**config.mk**
```make
export PLATFORM = sky130hd
export DESIGN_NAME = xxh_ctrl
export DESIGN_NICKNAME = d
export VERILOG_FILES = /design/src/rtl/xxh_pkg.sv /design/src/rtl/xxh_ctrl.sv
export SDC_FILE = /design/constraint.sdc
export NUM_CORES = 1
export LEC_CHECK = 0
export BUFFER_PORTS_ARGS = -buffer_cell sky130_fd_sc_hd__buf_2
export CORE_MARGIN = 2
export CORE_UTILIZATION = 54
export CTS_CLUSTER_DIAMETER = 80
export DETAILED_ROUTE_END_ITERATION = 10
export GPL_TIMING_DRIVEN = 1
export MAX_ROUTING_LAYER = met4
export PLACE_DENSITY_LB_ADDON = 0.1
export SYNTH_ARGS = -nofsm -noshare
export SYNTH_HDL_FRONTEND = slang
export SYNTH_SLANG_ARGS = --single-unit
```
**constraint.sdc**
```tcl
create_clock -name clk -period 2.48 [get_ports clk]
set_input_delay 0.124 -clock clk [delete_from_list [all_inputs] [get_ports clk]]
set_output_delay 0.124 -clock clk [all_outputs]
set_load 0.005 [all_outputs]
```
**src/rtl/xxh_pkg.sv**
```systemverilog
// xxh_pkg: constants, command and status types for the xxh64 digest block
// used by xxh_ctrl, xxh_dp and the top level; no dependencies
package xxh_pkg;
  localparam logic [63:0] PRIME1 = 64'h9E3779B185EBCA87;
  localparam logic [63:0] PRIME2 = 64'hC2B2AE3D27D4EB4F;
  localparam logic [63:0] PRIME3 = 64'h165667B19E3779F9;
  localparam logic [63:0] PRIME4 = 64'h85EBCA77C2B2AE63;
  localparam logic [63:0] PRIME5 = 64'h27D4EB2F165667C5;
  localparam logic [63:0] FILE_SEED = 64'h1234567890ABCDEF;
  localparam logic [63:0] CHUNK_BYTES = 64'd65536;

  // datapath operations, one per sequencer step
  localparam logic [4:0] OP_NONE    = 5'd0;
  localparam logic [4:0] OP_BYTE    = 5'd1;  // absorb next byte of word
  localparam logic [4:0] OP_LANE    = 5'd2;  // lane round on lane index
  localparam logic [4:0] OP_FIN0    = 5'd3;  // start chunk digest
  localparam logic [4:0] OP_MERGE   = 5'd4;  // merge lane index
  localparam logic [4:0] OP_ADDLEN  = 5'd5;
  localparam logic [4:0] OP_TAIL8   = 5'd6;
  localparam logic [4:0] OP_TAIL4   = 5'd7;
  localparam logic [4:0] OP_TAIL1   = 5'd8;
  localparam logic [4:0] OP_AVAL    = 5'd9;  // avalanche step index
  localparam logic [4:0] OP_FOLD    = 5'd10; // fold step index
  localparam logic [4:0] OP_CLRMSG  = 5'd11;
  localparam logic [4:0] OP_MUL     = 5'd12; // finish pending multiply

  typedef struct packed {
    logic [4:0] op;
    logic [2:0] idx;
    logic       load;   // latch incoming word
    logic       chunk_clr;
  } xxh_cmd_t;

  typedef struct packed {
    logic       big;      // chunk holds 32 or more bytes
    logic [4:0] tail;     // bytes left in tail pass
    logic       stripe;   // next absorbed byte closes a stripe
    logic       chunk_full;
    logic       chunk_nz;
    logic [3:0] left;     // bytes of the word still to absorb
    logic       busy;     // multiplier still working
  } xxh_sts_t;

  function automatic logic [63:0] rotl(input logic [63:0] x, input int r);
    rotl = (x << r) | (x >> (64 - r));
  endfunction
endpackage

```
**src/rtl/xxh_ctrl.sv**
```systemverilog
// xxh_ctrl: sequencer for absorb, lane rounds, chunk digest, fold and output
// depends on xxh_pkg
module xxh_ctrl import xxh_pkg::*; (
  input  logic        clk,
  input  logic        rst,
  input  logic        file_mode,
  input  logic        in_valid,
  output logic        in_ready,
  input  logic        in_last,
  input  logic [3:0]  in_count,
  input  xxh_sts_t    sts,
  output xxh_cmd_t    cmd,
  output logic [3:0]  load_count,
  output logic        out_load,
  output logic        out_sel_file,
  input  logic        out_free
);
  localparam logic [4:0] S_IDLE = 5'd0, S_BYTE = 5'd1, S_LANE = 5'd2, S_LMUL = 5'd3,
    S_LWR = 5'd4, S_CHK = 5'd5, S_FIN = 5'd6, S_MRG = 5'd7, S_LEN = 5'd8,
    S_T8 = 5'd9, S_T4 = 5'd10, S_T1 = 5'd11, S_AV = 5'd12, S_FOLD = 5'd13,
    S_END = 5'd14, S_OUT = 5'd15, S_CLR = 5'd16;

  logic [4:0] state, state_next;
  logic [2:0] step, step_next;
  logic [1:0] li, li_next;
  logic       last, last_next;
  logic       fold, fold_next;   // digest feeds a fold, not the output

  assign load_count = in_last ? ((in_count > 4'd8) ? 4'd8 : in_count) : 4'd8;
  assign in_ready = (state == S_IDLE);

  // state machine
  always_comb begin
    state_next = state; step_next = step; li_next = li;
    last_next = last; fold_next = fold;
    cmd = '0; out_load = 1'b0; out_sel_file = file_mode;
    case (state)
      S_IDLE: if (in_valid) begin
        cmd.load = 1'b1; last_next = in_last; state_next = S_CHK;
      end
      S_CHK: begin
        if (sts.left != 4'd0) state_next = S_BYTE;
        else if (last) begin
          fold_next = 1'b0;
          if (file_mode) begin
            if (sts.chunk_nz) begin fold_next = 1'b1; state_next = S_FIN; end
            else state_next = S_OUT;
          end else state_next = S_FIN;
        end else state_next = S_IDLE;
      end
      S_BYTE: begin
        cmd.op = OP_BYTE;
        if (sts.stripe) begin li_next = 2'd0; state_next = S_LANE; end
        else state_next = S_END;
      end
      S_LANE: begin cmd.op = OP_LANE; cmd.idx = {1'b0, li}; state_next = S_LMUL; end
      S_LMUL: begin cmd.op = OP_MUL; cmd.idx = {1'b0, li}; state_next = S_LWR; end
      S_LWR: begin
        cmd.op = OP_NONE; cmd.idx = {1'b1, li};
        li_next = li + 2'd1;
        state_next = (li == 2'd3) ? S_END : S_LANE;
      end
      S_END: begin
        if (file_mode && sts.chunk_full) begin fold_next = 1'b1; state_next = S_FIN; end
        else state_next = S_CHK;
      end
      S_FIN: begin
        cmd.op = OP_FIN0; li_next = 2'd0; step_next = 3'd0;
        state_next = sts.big ? S_MRG : S_LEN;
      end
      S_MRG: begin
        cmd.op = OP_MERGE;
        case (step)
          3'd0: cmd.idx = {1'b0, li};
          3'd1: cmd.idx = 3'd4;
          3'd2: cmd.idx = 3'd5;
          default: cmd.idx = 3'd6;
        endcase
        step_next = step + 3'd1;
        if (step == 3'd3) begin
          step_next = 3'd0; li_next = li + 2'd1;
          if (li == 2'd3) state_next = S_LEN;
        end
      end
      S_LEN: begin cmd.op = OP_ADDLEN; step_next = 3'd0; state_next = S_T8; end
      S_T8: begin
        if (step == 3'd0 && sts.tail < 5'd8) state_next = S_T4;
        else begin
          cmd.op = OP_TAIL8; cmd.idx = step;
          step_next = (step == 3'd3) ? 3'd0 : step + 3'd1;
        end
      end
      S_T4: begin
        if (step == 3'd0 && sts.tail < 5'd4) state_next = S_T1;
        else begin
          cmd.op = OP_TAIL4; cmd.idx = step;
          step_next = (step == 3'd2) ? 3'd0 : step + 3'd1;
          if (step == 3'd2) state_next = S_T1;
        end
      end
      S_T1: begin
        if (step == 3'd0 && sts.tail == 5'd0) state_next = S_AV;
        else begin
          cmd.op = OP_TAIL1; cmd.idx = step;
          step_next = (step == 3'd2) ? 3'd0 : step + 3'd1;
        end
      end
      S_AV: begin
        cmd.op = OP_AVAL; cmd.idx = step;
        step_next = step + 3'd1;
        if (step == 3'd2) begin
          step_next = 3'd0;
          state_next = fold ? S_FOLD : S_OUT;
        end
      end
      // a fold can land inside a word, so the word always resumes
      S_FOLD: begin
        cmd.op = OP_FOLD; cmd.idx = step;
        step_next = step + 3'd1;
        if (step == 3'd1) begin
          step_next = 3'd0; cmd.chunk_clr = 1'b1;
          state_next = S_CHK;
        end
      end
      S_OUT: if (out_free) begin
        out_load = 1'b1; state_next = S_CLR;
      end
      S_CLR: begin cmd.op = OP_CLRMSG; cmd.chunk_clr = 1'b1; state_next = S_IDLE; end
      default: state_next = S_IDLE;
    endcase
    // hold every state while the multiplier finishes
    if (sts.busy) begin
      cmd = '0; out_load = 1'b0;
      state_next = state; step_next = step; li_next = li;
      last_next = last; fold_next = fold;
    end
  end

  always_ff @(posedge clk) begin
    if (rst) begin
      state <= S_IDLE; step <= 3'd0; li <= 2'd0; last <= 1'b0; fold <= 1'b0;
    end else begin
      state <= state_next; step <= step_next; li <= li_next;
      last <= last_next; fold <= fold_next;
    end
  end
endmodule

```
# Yosys cells after proc, flatten, opt, wreduce, memory -nomap -nowiden
# Cells that the tools add are included.
# word_totals
inputBits,24
output_inout_bits,17
wordCells,118
ff_bits,12
# classes
eq_ne,36
addsub,2
n_lt_le_gt_ge,3
bitwise_logic,1
n_reduce_logical,19
mux,52
# op_table
operator,count
one-hot mux 5 bit (16 select lines),1
2-to-1 mux 5 bit,13
one-hot mux 5 bit (12 select lines),1
one-hot mux 3 bit (7 select lines),2
"equality test 5 x 4 -> 1 bit, second input constant",8
"!= test 2 bit, second input constant",15
2-to-1 mux 4 bit,6
"equality test 5 x 3 -> 1 bit, second input constant",4
2-to-1 mux 3 bit,6
2-to-1 mux 6 bit,2
2-to-1 mux 1 bit,11
"equality test 5 x 2 -> 1 bit, second input constant",2
zero test 5 bit,2
2-to-1 mux 10 bit,1
AND reduction 10 bit,1
AND reduction 5 bit,2
one-hot mux 3 bit (3 select lines),1
2-to-1 mux 2 bit,4
one-hot mux 2 bit (4 select lines),1
nonzero test 4 bit,2
2-to-1 mux 7 bit,1
nonzero test 7 bit,1
"equality test 3 x 2 -> 1 bit, second input constant",2
OR reduction 2 bit,3
17 further kinds,21

# Logic depth before layout (Yosys ltp)
# Gate-level depths: netlist (run 1).
# logic_depth
depth_word,5
mapped_depth,8
mapped_depth_nobuf,7

# Worst setup path after synthesis (run 1)
# Ideal clock, no wire load.
# synth_timing
path_type,register to register
startpoint,reg step[0]
endpoint,reg state[4]
setup_time_ps,87
synth_period_minus_slack_ps,2116
required_ps,2393
path_buffers,0
arrival_time_ps,2029
path_stages_with_launch,8
slack_ps,364
cell_sequence,dfxtp_1 -> inv_1 -> ha_1 -> or4b_4 -> o2111ai_2 -> o2111ai_2 -> or4_1 -> o31ai_1
# synth_via
elab_chain_cells,4
word_cells_on_any_way,16
cone_classes,9 x eq/ne; 2 x mux; 5 x reduce/logical
# synth_lines
element,line,rtl
"start, declared",xxh_ctrl.sv:24,"logic [2:0] step, step_next;"
"start signal, assigned",xxh_ctrl.sv:143,state <= state_next; step <= step_next; li <= li_next;
zero test 3 bit,"xxh_ctrl.sv:87, xxh_ctrl.sv:94, xxh_ctrl.sv:102",
logical AND 1 bit (on tied branches),"xxh_ctrl.sv:94, xxh_ctrl.sv:87, xxh_ctrl.sv:102",
"2-to-1 mux 5 bit, or another cell as far along",xxh_ctrl.sv:94,if (step == 3'd0 && sts.tail < 5'd4) state_next = S_T1;
one-hot mux 5 bit (16 select lines) / AND reduction 10 bit (equally long branches),-,
"end signal, assigned",xxh_ctrl.sv:143,
"end, declared",xxh_ctrl.sv:23,"logic [4:0] state, state_next;"
# Parallel ways exist; a longest one is shown, timed or not.
# A chain may end at the register's enable or synchronous reset.

==> reports/results.tsv, run 1 <==
stage	metric	value	unit
status	status	finished clean	
worst_hold_path	hp-start	in_last	
power_and_ir_drop	internal_power	0.000553	W
synth	synth_seq_cells	12	
timing	clock-skew-final	8.48	ps
floorplanning	die-area	3520	sq um
grt	grt_max_degree	33	
power_and_ir_drop	peakVddDrop	0.303	mV
routing	avgViaCountPerCell	6.50	
power_and_ir_drop	power.share.clock	15.5	%
cts	clk_latency	270	ps
floorplanning	start_util	55.5	%
floorplanning	ioPinCount	41	
setup_path	cp_max_fo	6	
setup_path	crit_type	reg -> out	
setup_path	crit_buf_inv	2	
finish	fin_nets	312	
synth	synthFlopType	dfxtp_1	
timing	relSlewSlack	62.7	%
cts	cts_buffers	3	
routing	drtIter0Drc	236	
setup_path	path_delay_family	compound AO/OA/AOI/OAI gates	
cts	htreeDepth	1	
finish	antenna_cells	0	
power_and_ir_drop	p_seq_share	25.3	%
cts	path_clk_slew	90	ps
setup_path	rr_endpoint	state[4]	
synth	synth_edf_count	0	
synth	synth.area.top_cells	dfxtp_1 (15%), nor2b_1 (7.6%), o21ai_0 (7.3%)	
cts	cts.sinks	12	
grt	grt_use_total	30.5	%
timing	drv_slew	0	
floorplanning	die_y	59.3	um
routing	routed_wl	5030	um
timing	period_share	95.8	%
finish	fillers	290	
power_and_ir_drop	swShare	46.1	%
grt	grt_pass1_vias	1723	
synth	synthArstFlopShare	0	%
synth	yosys-top-cells-count	nor2_1 (27), o21ai_0 (24), nor2b_1 (20)	
synth	synth_top_area_share	14.5	%
setup_path	crit_chain	inv_2 > ha_4 > or4b_4 > o21ai_1 > a21oi_1 > a211oi_2 > o21ai_0 > buf_2	
timing	period_needed	2380	ps
cts	clockRootBuffer	clkbuf_4	
routing	vias	2036	
cts	tritoncts	built	
synth	ys_seq_area_share	14.5	%
finish	multiInputGateArea	1310	sq um
finish	fin_cells	313	
worst_hold_path	hold_class	in -> reg	
routing	drt.antenna.violating_nets	0	
finish	regArea	240	sq um
setup_path	end_kind	output port	
synth	netlist_area	1650	sq um
synth	syn_avg_cell_area	6.69	sq um
finish	fin_area	1940	sq um
timing	setup_viol	0	
timing	rsz0062_at_grt	no	
placement	hpwl	3810	um
grt	overflow	0	
routing	drc_errors	0	
synth	synth_cell_types	57	
synth	synth_most_common_cell	nor2_1	
timing	worstMarginPinSlew	555	ps
placement	place_area	1880	sq um
setup_path	crit_arrival	2250	ps
setup_path	r2r_cells	7	
timing	fmax	421	MHz
job	maxCapViolCount	0	
routing	wl_per_cell	16.1	um
setup_path	r2r-start	step[0]	
power_and_ir_drop	p_comb_share	59.2	%
floorplanning	die_x	59.3	um
power_and_ir_drop	cellLeakagePower	0.780	nW
floorplanning	num_rows	20	
placement	port_buffers	39	
setup_path	worst-path-stages	8	
placement	placed_cells	309	
synth	synth_nets	278	
grt	antenna_found_initial	0	
synth	yosysWarningCount	0	
floorplanning	core_area	2980	sq um
finish	drive_above_1_share	24.6	%
setup_path	startpoint_type	flop	
worst_hold_path	hold_path_end	last	
power_and_ir_drop	p_sw	0.000473	W
placement	gp_congestion	0.947	
cts	cts_hold_buf	0	
worst_hold_path	hold_path_depth	3	
synth	synth_cells	247	
power_and_ir_drop	p_per_area	528	nW/um^2
setup_path	reg2reg_slack	190	ps
setup_path	critPathMaxStageDelay	510	ps
setup_path	slowest_stage	or4b_4	
cts	cts_buffer_depth	2	
routing	drt_first_pass_iters	5	
timing	finalHoldViolations	0	
synth	yosysTopAreaCell	dfxtp_1	
timing	fin_setup_tns	0	ps
finish	syn_to_final_growth	17.6	%
grt	grt_pass1_wl	8000	um
setup_path	cp.required	2360	ps
[worst max path at each step]
stage	startpoint	slack, ps	end
floorplan	step[0]	360	state[4]
global placement	step[0]	250	state[4]
detailed placement	step[0]	140	state[4]
CTS	step[0]	20	cmd[2]
global route	step[0]	50	cmd[2]
finish	step[0]	100	cmd[2]
[placed cells by master (no fill, tap or decap), types with 5 or more instances in the layout]
cell type	n
buf_4	10
ha_1	6
inv_1	10
nor2b_1	18
o21ai_0	23
nand2b_1	6
nand3_1	6
buf_2	39
nor3b_1	5
a21oi_1	12
nor2_1	27
a211oi_1	5
nor3_1	5
and2_1	6
nand2_1	18
nand4_1	6
dfxtp_1	12
[repair_timing]
| action | CTS | global route |
|---|---|---|
| buffers inserted | 0 | 0 |
| endpoints found under the setup margin | 2 | 8 |
| pin swaps | 0 | 1 |
| gates resized for setup | 1 | 8 |
[cells by family (layout without fill, tap and decap cells)]
logic type | after synthesis | count (layout) | share of synthesized area, %
flip-flops | 12 | 12 | 14.5
AO/OA/AOI/OAI | 80 | 80 | 33.7
other | 1 | 1 | 0.227
adder cells (fa/ha/maj) | 7 | 7 | 5.30
multiplexers | 3 | 3 | 1.82
buffers and inverters | 32 | 65 | 7.87
AND/OR/NAND/NOR | 111 | 111 | 36.0
XOR/XNOR | 1 | 1 | 0.530
[cell type report]
class | count | area share, %
multi-input combinational | 203 | 67.4
timing repair buffer | 49 | 13.9
sequential | 12 | 12.4
inverter | 12 | 2.32
tap | 33 | 2.12
clock buffer | 4 | 1.87
[tightest hold or removal path, delay by kind of cell]
kind | cells | cell delay, ps
buffers and inverters | 1 | 90
multiplexers | 1 | 60
AND/OR/NAND/NOR | 1 | 70
[power groups by stage]
| stage | clock network (W) | logic [W] | registers, W |
|---|---|---|---|
| 2_1_floorplan | 0 | 0.000436 | 0.000235 |
| 3_3_place_gp | 0 | 0.000578 | 0.000261 |
| 3_5_place_dp | 0 | 0.000582 | 0.000260 |
| 4_1_cts | 0.000160 | 0.000586 | 0.000255 |
| 5_1_grt | 0.000168 | 0.000667 | 0.000262 |
| 6_report | 0.000159 | 0.000608 | 0.000259 |
[per-layer routing]
layer  global-route usage [%]  share of wire (%)
met3                     3.06                 11
met4                     8.77                1.2
met5                        -                  0
met1                     43.7                 44
met2                     45.4                 44
[state kept, by name, summed over array words and instances (netlist names)]
register and count:
li 2, state 5, fold 1, last 1, step 3
[stage by stage]
stage               hold WS (ps)  setup WS [ps]  utilization [%]  power (W)
floorplan                    225            364                -   0.000671
global placement             379            245             63.1   0.000839
detailed placement           393            139             63.1   0.000842
CTS                          118           19.4             64.5    0.00100
global route                 162           47.2             65.3    0.00110
finish                       112            104             65.3    0.00103
No activity file was read; power rests on OpenSTA's default activity.
==> run 2, diff against run 1 <==
--- a/config.mk
+++ b/config.mk
@@ -10,9 +10,11 @@
 export CORE_UTILIZATION = 54
 export CTS_CLUSTER_DIAMETER = 80
 export DETAILED_ROUTE_END_ITERATION = 10
-export GPL_TIMING_DRIVEN = 1
+export GPL_ROUTABILITY_DRIVEN = 0
+export GPL_TIMING_DRIVEN = 0
 export MAX_ROUTING_LAYER = met4
 export PLACE_DENSITY_LB_ADDON = 0.1
+export SLEW_MARGIN = 20
 export SYNTH_ARGS = -nofsm -noshare
 export SYNTH_HDL_FRONTEND = slang
 export SYNTH_SLANG_ARGS = --single-unit
==> reports/results.tsv, run 2 (synthesized netlist as in run 1, its figures left out) <==
stage	metric	value	unit	change
finish	antenna_cells	0		unchanged
setup_path	path_delay_family	buffers and inverters		
timing	clock-skew-final	9.15	ps	+0.666 ps
cts	clk_latency	280	ps	about the same
timing	worst_slack	114	ps	+9.89 ps
grt	grt_pass1_vias	1728		+0.29%
timing	fmax	423	MHz	+0.42%
floorplanning	die_y	59.3	um	unchanged
routing	avgViaCountPerCell	6.28		-3.5%
setup_path	r2r-start	step[0]		
cts	cts_hold_buf	0		unchanged
cts	path_clk_slew	60	ps	-30 ps
setup_path	crit_chain	clkbuf_1 > clkbuf_2 > clkbuf_2 > nor2_1 > o21a_1 > a22o_1 > nand2_1 > o21ai_0 > buf_2		
grt	grt_max_degree	11		-67%
floorplanning	die-area	3520	sq um	unchanged
routing	m1WireLength	2320	um	+4.8%
timing	relSlewSlack	65.5	%	+2.8 points
routing	drt_first_pass_iters	7		+2
placement	dpl_worst_slack	80.5	ps	-58.9 ps
timing	rsz0062_at_grt	no		
setup_path	path_common_cell	clkbuf_2		
setup_path	critPathMaxStageDelay	340	ps	-170 ps
timing	fin_setup_tns	0	ps	unchanged
routing	routed_wl	5100	um	+1.3%
setup_path	startpoint_type	flop		
setup_path	crit_type	reg -> out		
finish	mostFrequentLayoutCells	buf_2 (41), nor2_1 (27), o21ai_0 (23)		
finish	drive_above_1_share	24.0	%	-0.60 points
placement	hpwl	3900	um	+2.3%
grt	antenna_found_initial	0		unchanged
timing	finalHoldViolations	0		unchanged
setup_path	r2r_cells	7		unchanged
routing	wl_per_cell	15.9	um	-0.96%
floorplanning	num_rows	20		unchanged
power_and_ir_drop	peakVddDrop	0.362	mV	+20%
finish	syn_to_final_growth	17.8	%	
placement	placed_cells	318		+2.9%
finish	largestRegisters	state: 5 flops, step: 3 flops, li: 2 flops		
setup_path	crit_arrival	2240	ps	about the same
cts	cts_buffers	3		unchanged
timing	setup_viol	0		unchanged
timing	drv_slew	0		unchanged
cts	tritoncts	built		
floorplanning	ioPinCount	41		unchanged
grt	grt_use_total	31.2	%	+0.69 points
routing	drt.antenna.violating_nets	0		unchanged
cts	post_cts_buffers	0		unchanged
floorplanning	core_area	2980	sq um	unchanged
setup_path	rr_endpoint	state[4]		
routing	drtIter0Drc	185		-22%
routing	top_layer_used	met4		
placement	port_buffers	38		-2.6%
finish	largest_reg_flops	5		unchanged
setup_path	cp.required	2360	ps	about the same
timing	period_share	95.4	%	-0.40 points
grt	overflow	0		unchanged
routing	met3_length	549	um	+1.7%
finish	fin_cells	320		+2.2%
grt	grt_pass1_wl	8160	um	+1.9%
floorplanning	die_x	59.3	um	unchanged
routing	dr_wl_met2	2110	um	-5.1%
setup_path	end_kind	output port		
setup_path	worst-path-stages	9		+1
setup_path	crit_buf_inv	4		+2
job	maxCapViolCount	0		unchanged
timing	worstMarginPinSlew	512	ps	-43.1 ps
status	status	finished clean		
cts	htreeDepth	1		unchanged
routing	vias	2008		-1.4%
timing	period_needed	2370	ps	-9.88 ps
cts	cts_buffer_depth	2		unchanged
routing	drc_errors	0		unchanged
finish	final_common_cell	buf_2		
setup_path	crit_end	cmd[2]		
setup_path	slowest_stage	clkbuf_1		
setup_path	crit_path_start	state[3]		
finish	fin_nets	320		+2.6%
floorplanning	start_util	55.5	%	unchanged
cts	clockRootBuffer	clkbuf_4		
power_and_ir_drop	p_per_area	510	nW/um^2	-3.3%
cts	cts.sinks	12		unchanged
finish	largest_register	state		
setup_path	cp_max_fo	10		+4
worst_hold_path	hold_class	in -> reg		
setup_path	reg2reg_slack	160	ps	-30 ps
power_and_ir_drop	cellLeakagePower	0.786	nW	+0.80%
finish	fillers	283		-2.4%
run 2: what timing repair did:
item                       4_1_cts  5_1_grt
setup endpoints to repair        5       10
gates cloned                     0        0
resized for setup                6       17
run 2: routing by layer:
| metal | vias up | GRT usage [%] |
|---|---|---|
| li1 | 975 | - |
| met1 | 882 | 45.9 |
| met2 | 138 | 42.9 |
| met3 | 13 | 4.80 |
| met4 | 0 | 10.7 |
| met5 | - | - |
run 2: worst min-delay path, delay by kind of cell:
kind / cells / cell delay (ps)
buf+inv: 1 / 80
mux: 1 / 60
simple gates: 1 / 70
run 2: layout make-up:
type | count | area, sq um | area share, %
plain buffers | 19 | 93.8 | 4.82
flip-flops and latches | 12 | 240 | 12.3
clock buffers | 3 | 22.5 | 1.16
well taps | 33 | 41.3 | 2.12
multi-input cells | 203 | 1310 | 67.5
inverters | 12 | 45.0 | 2.31
repair buffers | 38 | 190 | 9.77
run 2: power by group:
part	total (W)	internal (W)	leakage, nW	switching [W]
Clock	0.000117	0.0000563	0.0138	0.0000612
Combinational	0.000623	0.000241	0.675	0.000382
Sequential	0.000252	0.000214	0.0974	0.0000382
run 2: worst min path at each step:
stage,from,to,cells after the start
final,in_last,last,3
after global routing,in_last,last,3
after CTS,in_last,last,3
after detailed placement,in_last,last,3
after global placement,in_last,last,3
after floorplan,rst,state[1],1
run 2: per-stage QoR:
| stage | util (%) | total power, W | hold slack [ps] | instance area [sq um] |
|---|---|---|---|---|
| CTS | 64.6 | 0.000964 | 99.5 | 1920 |
| global route | 65.4 | 0.00106 | 143 | 1950 |
| floorplan | - | 0.000671 | 225 | 1650 |
| finish | 65.4 | 0.000993 | 101 | 1950 |
| global placement | 63.3 | 0.000834 | 371 | 1880 |
| detailed placement | 63.3 | 0.000838 | 383 | 1880 |
==> run 3, diff against run 2 <==
--- a/config.mk
+++ b/config.mk
@@ -9,6 +9,7 @@
 export CORE_MARGIN = 2
 export CORE_UTILIZATION = 54
 export CTS_CLUSTER_DIAMETER = 80
+export CTS_CLUSTER_SIZE = 24
 export DETAILED_ROUTE_END_ITERATION = 10
 export GPL_ROUTABILITY_DRIVEN = 0
 export GPL_TIMING_DRIVEN = 0
==> constraint.sdc (replaced) <==
create_clock -name clk -period 2.48 [get_ports clk]
set_input_delay 0.124 -clock clk [delete_from_list [all_inputs] [get_ports clk]]
set_output_delay 0.124 -clock clk [all_outputs]
set_load 0.02 [all_outputs]
==> reports/results.tsv, run 3 (synthesized netlist as in run 1, its figures left out) <==
stage	metric	value	unit	change
status	status	finished clean		
placement	port_buffers	38		unchanged
setup_path	r2r-start	step[1]		
placement	placed_cells	318		unchanged
grt	grt_use_total	31.2	%	unchanged
timing	drv_slew	0		unchanged
routing	routed_wl	5110	um	+0.20%
setup_path	cp_max_fo	6		-4
cts	cts.sinks	12		unchanged
setup_path	startpoint_type	flop		
finish	largest_reg_flops	5		unchanged
cts	path_clk_slew	70	ps	about the same
cts	tritoncts	built		
job	maxCapViolCount	0		unchanged
grt	antenna_found_initial	0		unchanged
routing	drt_first_pass_iters	5		-2
routing	vias	2004		-0.20%
setup_path	crit_path_start	step[1]		
cts	post_cts_resized	7		+1
placement	place_area	1880	sq um	unchanged
setup_path	crit_end	cmd[2]		
floorplanning	die_y	59.3	um	unchanged
timing	period_needed	2330	ps	-34.4 ps
grt	grt_pass1_wl	8160	um	unchanged
finish	fin_area	1950	sq um	+0.13%
power_and_ir_drop	p_per_area	523	nW/um^2	+2.6%
timing	rsz0062_at_grt	no		
grt	grt_pass1_vias	1728		unchanged
routing	drt.antenna.violating_nets	0		unchanged
setup_path	end_kind	output port		
power_and_ir_drop	cellLeakagePower	0.790	nW	+0.50%
floorplanning	num_rows	20		unchanged
timing	setup_viol	0		unchanged
finish	drive_above_1_share	24.7	%	+0.70 points
placement	hpwl	3900	um	unchanged
finish	largestRegisters	state: 5 flops, step: 3 flops, li: 2 flops		
cts	post_cts_buffers	0		unchanged
setup_path	reg2reg_slack	160	ps	about the same
cts	clockRootBuffer	clkbuf_4		
cts	cts_buffers	3		unchanged
floorplanning	ioPinCount	41		unchanged
finish	fin_cells	320		unchanged
finish	antenna_cells	0		unchanged
routing	drtIter0Drc	193		+4.3%
routing	drc_errors	0		unchanged
setup_path	crit_arrival	2210	ps	-30 ps
timing	period_share	94.0	%	-1.4 points
cts	clk_latency	280	ps	about the same
floorplanning	die_x	59.3	um	unchanged
finish	fin_nets	320		unchanged
timing	fin_setup_tns	0	ps	unchanged
floorplanning	start_util	55.5	%	unchanged
timing	hold_slack	102	ps	+1.64 ps
grt	overflow	0		unchanged
timing	finalHoldViolations	0		unchanged
power_and_ir_drop	peakVddDrop	0.413	mV	+14%
floorplanning	core_area	2980	sq um	unchanged
setup_path	cp.required	2360	ps	about the same
floorplanning	die-area	3520	sq um	unchanged
routing	wl_per_cell	16.0	um	+0.20%
timing	clock-skew-final	10.9	ps	+1.77 ps
timing	fmax	429	MHz	+1.5%
finish	mostFrequentLayoutCells	buf_2 (41), nor2_1 (27), o21ai_0 (23)		
setup_path	r2r_cells	7		unchanged
setup_path	crit_type	reg -> out		
setup_path	rr_endpoint	state[4]		
routing	avgViaCountPerCell	6.26		-0.20%
cts	htreeDepth	1		unchanged
cts	cts_hold_buf	0		unchanged
finish	largest_register	state		
grt	grt_max_degree	11		unchanged
finish	final_common_cell	buf_2		
finish	syn_to_final_growth	17.9	%	
cts	cts_buffer_depth	2		unchanged
worst_hold_path	hold_class	in -> reg		
-- run 3: per-layer routing --
| metal | vias up | GRT usage [%] | part of all wire [%] |
|---|---|---|---|
| met1 | 879 | 45.9 | 46 |
| met2 | 138 | 42.9 | 42 |
| li1 | 976 | - | - |
| met3 | 11 | 4.80 | 11 |
| met4 | 0 | 10.7 | 2.2 |
| met5 | - | - | 0 |
-- run 3: layout make-up --
class                   count  area [sq um]
multi-input cells         203          1310
fillers                   283          1030
flip-flops and latches     12           241
repair buffers             38           190
plain buffers              19          95.1
inverters                  12          45.0
well taps                  33          41.3
clock buffers               3          22.5
-- run 3: stage by stage --
step / power (W) / util [%] / setup WS [ps]
floorplan: 0.000697 / - / 364
global placement: 0.000860 / 63.3 / 116
detailed placement: 0.000864 / 63.3 / 80.5
CTS: 0.000991 / 64.6 / 5.40
global route: 0.00109 / 65.5 / 0.714
finish: 0.00102 / 65.5 / 148
-- run 3: worst min-delay path by stage --
stage | start | end | cells after the start
after global placement | in_last | last | 3
after global routing | in_last | last | 3
after CTS | in_last | last | 3
final | in_last | last | 3
after floorplan | rst | state[1] | 1
after detailed placement | in_last | last | 3
-- run 3: critical path, cell delays in order, from the launching register on --
cell	delay [ps]
dfxtp_1	350
inv_1	110
ha_2	230
or4b_4	520
o21ai_1	170
a21oi_2	100
a211oi_2	190
o21ai_0	110
buf_2	160
-- run 3: where the power goes --
group          internal (W)  leakage [nW]  switching, W  total [W]
Sequential         0.000214        0.0979     0.0000395   0.000254
Clock             0.0000562        0.0138     0.0000599   0.000116
Combinational      0.000242         0.679      0.000408   0.000650
Total              0.000513         0.790      0.000507    0.00102
